==> src/design/mwm_pkg.sv <==
// ---------------------------------------------------------------------------
// mwm_pkg: shared widths and types of the mecanum wheel mixer
// Field widths, internal arithmetic widths and the limit reset value.
// ---------------------------------------------------------------------------
`default_nettype none

package mwm_pkg;

  localparam int InW   = 16;  // body command fields
  localparam int OutW  = 16;  // wheel command fields
  localparam int SumW  = 18;  // signed wheel sum, three 16-bit terms
  localparam int MagW  = 17;  // magnitude of a wheel sum
  localparam int LimW  = 15;  // wheel limit register
  localparam int ProdW = MagW + LimW;  // magnitude times limit
  localparam int QuoW  = LimW;         // scaled magnitude never exceeds the limit
  localparam int NumWheels = 4;

  localparam logic [LimW-1:0] LimitReset = LimW'(7200);

  // wheel order: front left, front right, rear left, rear right
  typedef logic [NumWheels-1:0][MagW-1:0] wheel_mag_t;

  // per-item data that rides alongside the divider lanes
  typedef struct packed {
    wheel_mag_t           mag;
    logic [NumWheels-1:0] neg;
    logic                 scaled;
  } side_t;

endpackage

`default_nettype wire

==> src/design/mwm_div_pipe.sv <==
// ---------------------------------------------------------------------------
// mwm_div_pipe: pipelined restoring divider lane
// One quotient bit per register stage, most significant bit first.
// The quotient is exact when it fits in QuoW bits.
// ---------------------------------------------------------------------------
`default_nettype none

module mwm_div_pipe (
  input  wire logic                       clk_i,
  input  wire logic [mwm_pkg::ProdW-1:0]  dividend_i,
  input  wire logic [mwm_pkg::MagW-1:0]   divisor_i,
  output logic      [mwm_pkg::QuoW-1:0]   quotient_o
);
  import mwm_pkg::*;

  logic [ProdW-1:0] rem [QuoW+1];
  logic [MagW-1:0]  dvs [QuoW+1];
  logic [QuoW-1:0]  quo [QuoW+1];

  assign rem[0] = dividend_i;
  assign dvs[0] = divisor_i;
  assign quo[0] = '0;

  for (genvar s = 0; s < QuoW; s++) begin : g_stage
    localparam int Bit = QuoW - 1 - s;

    logic [ProdW-1:0] trial;
    logic             ge;
    logic [ProdW-1:0] rem_d, rem_q;
    logic [MagW-1:0]  dvs_q;
    logic [QuoW-1:0]  quo_d, quo_q;

    // divisor aligned to the quotient bit under test
    assign trial = ProdW'(dvs[s]) << Bit;
    assign ge    = (rem[s] >= trial);
    assign rem_d = ge ? (rem[s] - trial) : rem[s];
    assign quo_d = {quo[s][QuoW-2:0], ge};

    always_ff @(posedge clk_i) begin
      rem_q <= rem_d;
      dvs_q <= dvs[s];
      quo_q <= quo_d;
    end

    assign rem[s+1] = rem_q;
    assign dvs[s+1] = dvs_q;
    assign quo[s+1] = quo_q;
  end

  assign quotient_o = quo[QuoW];

endmodule

`default_nettype wire

==> config.mk <==
export PLATFORM = sky130hd
export DESIGN_NAME = mwm_div_pipe
export DESIGN_NICKNAME = d
export VERILOG_FILES = /design/src/design/mwm_pkg.sv /design/src/design/mwm_div_pipe.sv
export SDC_FILE = /design/constraint.sdc
export NUM_CORES = 1
export LEC_CHECK = 0
export BUFFER_PORTS_ARGS = -buffer_cell sky130_fd_sc_hd__buf_2
export CELL_PAD_IN_SITES_DETAIL_PLACEMENT = 1
export CELL_PAD_IN_SITES_GLOBAL_PLACEMENT = 2
export CORE_ASPECT_RATIO = 1.2
export CORE_MARGIN = 3
export CORE_UTILIZATION = 38
export CTS_BUF_LIST = sky130_fd_sc_hd__clkbuf_4
export CTS_CLUSTER_SIZE = 30
export DETAILED_ROUTE_END_ITERATION = 12
export GPL_TIMING_DRIVEN = 0
export PLACE_DENSITY_LB_ADDON = 0.1
export SETUP_SLACK_MARGIN = 0.15
export SYNTH_ARGS = -nofsm -noshare
export SYNTH_HDL_FRONTEND = slang
export SYNTH_SLANG_ARGS = --single-unit
==> constraint.sdc <==
create_clock -name clk_i -period 3 [get_ports clk_i]
set_input_delay 0.3 -clock clk_i [delete_from_list [all_inputs] [get_ports clk_i]]
set_output_delay 0.3 -clock clk_i [all_outputs]
set_load 0.005 [all_outputs]
# After elaboration in Yosys (flattened, before gate mapping)
# Cells that the tools add are included.
dict set report classes {
  n_lt_le_gt_ge 15
  n_addsub 14
  muxes 14
}
# cell count
set op_table {}
lappend op_table {{2-to-1 mux 32 bit} 14}
lappend op_table {{greater-or-equal comparator 32 x 17 -> 1 bit} 1}
lappend op_table {{greater-or-equal comparator 32 x 18 -> 1 bit} 1}
lappend op_table {{greater-or-equal comparator 32 x 19 -> 1 bit} 1}
lappend op_table {{greater-or-equal comparator 32 x 20 -> 1 bit} 1}
lappend op_table {{greater-or-equal comparator 32 x 21 -> 1 bit} 1}
lappend op_table {{greater-or-equal comparator 32 x 22 -> 1 bit} 1}
lappend op_table {{greater-or-equal comparator 32 x 23 -> 1 bit} 1}
lappend op_table {{greater-or-equal comparator 32 x 24 -> 1 bit} 1}
lappend op_table {{greater-or-equal comparator 32 x 25 -> 1 bit} 1}
lappend op_table {{greater-or-equal comparator 32 x 26 -> 1 bit} 1}
lappend op_table {{greater-or-equal comparator 32 x 27 -> 1 bit} 1}
lappend op_table {{greater-or-equal comparator 32 x 28 -> 1 bit} 1}
lappend op_table {{greater-or-equal comparator 32 x 29 -> 1 bit} 1}
lappend op_table {{greater-or-equal comparator 32 x 30 -> 1 bit} 1}
lappend op_table {{greater-or-equal comparator 32 x 31 -> 1 bit} 1}
lappend op_table {{subtractor 32 x 18 -> 32 bit} 1}
lappend op_table {{subtractor 32 x 19 -> 32 bit} 1}
lappend op_table {{subtractor 32 x 20 -> 32 bit} 1}
lappend op_table {{subtractor 32 x 21 -> 32 bit} 1}
lappend op_table {{subtractor 32 x 22 -> 32 bit} 1}
lappend op_table {{subtractor 32 x 23 -> 32 bit} 1}
lappend op_table {{subtractor 32 x 24 -> 32 bit} 1}
lappend op_table {{subtractor 32 x 25 -> 32 bit} 1}
lappend op_table {{other kinds (6)} 6}
dict set report word_totals {
  input_bits 50
  ff_bits 806
}

# Logic depth before layout (Yosys ltp)
dict set report logic_depth {
  ltp_word 2
  ltp_mapped 14
  depth_no_buf 12
}

# Worst setup path after synthesis
# OpenSTA, ideal clock, no wires.
dict set report synth_timing {
  path_kind {register -> register}
  start {reg g_stage[1].rem_q[12]}
  end {reg g_stage[2].rem_q[20]}
  required_time_ps 2879
  path_stages_with_launch 12
  arrival_ps 2973
  slack_ps -93
  period_less_slack_ps 3093
  path_cell_list {dfxtp_1 > inv_1 > ha_1 > fa_1 > nor2b_1 > o21a_1 > nor2_1 > a2111oi_0 > nor3b_1 > o311ai_0 > clkbuf_1 > mux2_2}
}
dict set report synth_via {
  elab_chain_cells 2
  elab_cells_between_ends 3
  classes_between {1 x add/sub; 1 x order compare; 1 x mux}
}
# element line_no
set synth_lines {}
lappend synth_lines {{from (decl)} mwm_div_pipe.sv:29} ;# logic [ProdW-1:0] rem_d, rem_q;
lappend synth_lines {{from (signal assigned)} mwm_div_pipe.sv:40} ;# rem_q <= rem_d;
lappend synth_lines {{subtractor 32 x 29 -> 32 bit / greater-or-equal comparator 32 x 29 -> 1 bit (equally long branches)} {mwm_div_pipe.sv:36, mwm_div_pipe.sv:35}}
lappend synth_lines {{2-to-1 mux 32 bit *} mwm_div_pipe.sv:36} ;# assign rem_d = ge ? (rem[s] - trial) : rem[s];
lappend synth_lines {{via g_stage[2].rem_d[20]} mwm_div_pipe.sv:29}
lappend synth_lines {{to (signal assigned)} mwm_div_pipe.sv:40}
lappend synth_lines {{to (decl)} mwm_div_pipe.sv:29}
# Mark *: on every way through the listed nets, which the timed path passes. The rest lies on a longest branch.

# Worst setup path after layout
dict set report layout_timing {
  start {reg g_stage[11].rem_q[18]}
  end {reg g_stage[12].rem_q[6]}
}
dict set report layout_via {
  elab_chain_cells 2
}
# element line_no
set layout_lines {}
lappend layout_lines {{from (decl)} mwm_div_pipe.sv:29}
lappend layout_lines {{from (signal assigned)} mwm_div_pipe.sv:40}
lappend layout_lines {{greater-or-equal comparator 32 x 19 -> 1 bit} mwm_div_pipe.sv:35} ;# assign ge = (rem[s] >= trial);
lappend layout_lines {{2-to-1 mux 32 bit} mwm_div_pipe.sv:36}
lappend layout_lines {{via g_stage[12].rem_d[6]} mwm_div_pipe.sv:29}
lappend layout_lines {{to (signal assigned)} mwm_div_pipe.sv:40}
lappend layout_lines {{to (decl)} mwm_div_pipe.sv:29}
# The timed path passes the listed nets, and every way through them passes these cells.

==> results.md <==
- Outcome: finished, violations left
- Failing checks: setup timing
- Worst clock skew: 0.0759 ns
- H-tree depth: 4
- Syn Area/Cell: 9.50 um2
- Clock root buffer: clkbuf_4
- Chip height: 334 um
- Placed Instances: 4,802
- Worst Tran Pin Value: 0.570 ns
- Peak supply drop: 0.493 mV
- Endpoints failing hold: 0
- Syn Inst Count: 3,589
- Layout area overhead: 29.0%
- Critical path arrival: 3.94 ns
- Post-synthesis mux area share: 1.77%
- Vias per cell: 5.13
- Max-cap viol count: 0
- F_max: 0.331 GHz
- IO buf count: 64
- FP Rows: 119
- Clock buffer depth: 3
- Clock slew at reported path FFs: 0.07 ns
- Complex-gate fraction of the synthesized area: 15.2%
- Non-filler cells, final: 5,407
- Worst Hold Class: reg -> reg
- Cts bufs inserted: 202
- Number of synthesized flops with an enable pin: 0
- TritonRoute pass-1 iters: 5
- Cell variety after synth: 80
- Flops & latches, synth: 806
- Total global routing overflow: 0
- Startpoint types: flop
- Min Tclk post-route: 3.02 ns
- Crit end category: flop
- Pwr Density: 1050 nW/um2
- DP Wirelength: 77,000 um
- Adder-cell share of the synthesized area: 10.2%
- Seq/Total Area, Yosys: 47.3%
- Vias in the first global route: 30,500
- Initial Utilization: 38.6%
- TritonCTS clock tree: yes
- Top_reg_cell synth: dfxtp_1
- Final period util: 101%
- Initial antenna violation count: 3
- Layout Nets: 4,424
- Mapped Area: 34,100 um2
- Slew Limit Fails: 0
- Tot GR Track Use: 21.8%
- Most frequent cells in the layout: dfxtp_1, inv_1, clkbuf_4, nand2_1, a21oi_1
- Final Util: 49.8%
- Post-Synth XOR/XNOR Area: 7.25%
- Lkg Pwr: 0.0193 uW
- Simple-gate share of the synthesized area: 13.9%
- Routability cong.: 0.851
- Max-slew headroom: 61.6%
- Worst setup margin: -0.0175 ns
- Largest net degree at the start of global routing: 20
- Fillers: 9,843
- First-pass GRT wire length: 162,000 um
- Routed wire length: 104,000 um
- Layout cells sized above 1: 24.7%
- Clock Sinks: 806
- Synth warn: 0
- Post-DRT Antenna Nets: 0
- Core area: 88,300 um2
- Worst-path maximum fanout: 8
- Routed len/inst: 19.2 um
- Die W: 279 um
- Most common cell after layout, fill and taps aside: dfxtp_1
- Clk Latency, worst-skew pair: 1.07 ns
- Hold slack: 0.316 ns
- Final Power: 46,300 uW
- Async set or reset register ratio after synthesis: 0%
- Final setup viols: 2
- Die ar.: 93,300 um2
- Top-level I/O count: 65
- Critical path type: reg -> reg
- Largest family of logic cells by synthesized area: compound AO/OA/AOI/OAI gates
- Detailed Route Iter0 Violations: 801
- Unrepaired setup endpoints after global routing: true
- Synthesized Nets: 3,908
- Via Count: 27,800
- Crit path required time: 3.92 ns
- Final routed DRC violation total: 0
metal layers:
metal	vias to the layer above	GRT usage, %	share of wire, %
met3	213	3.85	2.7
met4	0	8.89	3.4
met5	-	0	0
li1	13600	-	-
met2	433	43.8	56
met1	13500	21.8	38
path summary, 6_finish.rpt:
check / start / endpoint / slack, ns / depth (start not counted)
worst max-delay path: g_stage[11].rem_q[18] / g_stage[12].rem_q[6] / -0.02 / 10
worst min-delay path: g_stage[4].dvs_q[6] / g_stage[5].dvs_q[6] / 0.32 / 0
worst max register to register: g_stage[11].rem_q[18] / g_stage[12].rem_q[6] / -0.02 / 10
worst min register to register: g_stage[4].dvs_q[6] / g_stage[5].dvs_q[6] / 0.32 / 0
synthesized netlist by cell type (all sizes together), types with 24 or more instances:
| cell type | instances | area (um2) |
|---|---|---|
| o21a | 33 | 248 |
| a21o | 80 | 601 |
| dfxtp | 806 | 16100 |
| and3 | 24 | 150 |
| nor4 | 46 | 288 |
| o21bai | 25 | 188 |
| nand2b | 38 | 238 |
| clkbuf | 52 | 196 |
| nor3 | 76 | 380 |
| o21ai | 245 | 1230 |
| a211oi | 32 | 240 |
| nand4 | 31 | 194 |
| xor2 | 158 | 1380 |
| a21oi | 257 | 1290 |
| mux2 | 50 | 563 |
| nor2b | 41 | 257 |
| or3 | 30 | 193 |
| ha | 255 | 3190 |
| nand2 | 257 | 965 |
| nor2 | 230 | 863 |
| xnor2 | 124 | 1090 |
| inv | 323 | 1210 |
| nand3 | 60 | 300 |
where the power goes:
part           internal [uW]  leakage [uW]  total, uW  switching [uW]
Combinational           9640        0.0110      20900           11300
Clock                   4580       0.00151       9110            4520
Sequential             13800       0.00677      16300            2520
Total                  28000        0.0193      46300           18400
through the flow:
step,TNS [ns],worst slack [ns],instance area (um2)
3_3_place_gp,-162.51,-1.49,35900
5_1_grt,-1.02,-0.124,44000
4_1_cts,-0.0689,-0.0202,41900
2_1_floorplan,0,0.191,34100
6_report,-0.0202,-0.0175,44000
3_5_place_dp,-168.84,-1.43,35900
logic make-up (layout without fill, tap and decap cells):
kind of cell	Yosys count	in the layout
compound gates	841	841
xor+xnor	282	282
fa+ha+maj	269	269
buf+inv	389	1051
flops	806	806
mux	54	54
other cells	0	7
simple gates	948	948
worst max-delay path: stages (launching register included):
cell and delay [ns]:
dfxtp_1 0.36, ha_4 0.19, or4_4 0.53, nor3_4 0.20, or3b_4 0.41, a211o_1 0.27, nor3_4 0.20, buf_4 0.14
buf_6 0.10, buf_12 0.14, mux2_4 0.31
state kept, by name, summed over array words and instances (netlist names):
register       cells
g_stage.rem_q    448
g_stage.quo_q    105
g_stage.dvs_q    238
quotient_o        15
cell type report:
cell class / count / area, um2 / share of cell area [%]
clock buffer: 282 / 2120 / 4.81
antenna: 7 / 17.5 / 0.0398
buffer: 66 / 728 / 1.66
multi-input combinational: 2394 / 19100 / 43.3
timing repair buffer: 312 / 2780 / 6.32
tap: 1149 / 1440 / 3.27
inverter: 323 / 1220 / 2.77
sequential: 806 / 16200 / 36.8
clock inverter: 68 / 439 / 0.998
timing repair:
action,CTS,global route
cloned,8,4
buffers inserted,77,54
hold buffers,105,0
gates resized for setup,415,366
endpoints found under the hold margin,49,0
endpoints found under the setup margin,330,297
pin swaps,89,160
Note: power is estimated with default switching activity, not from simulation.
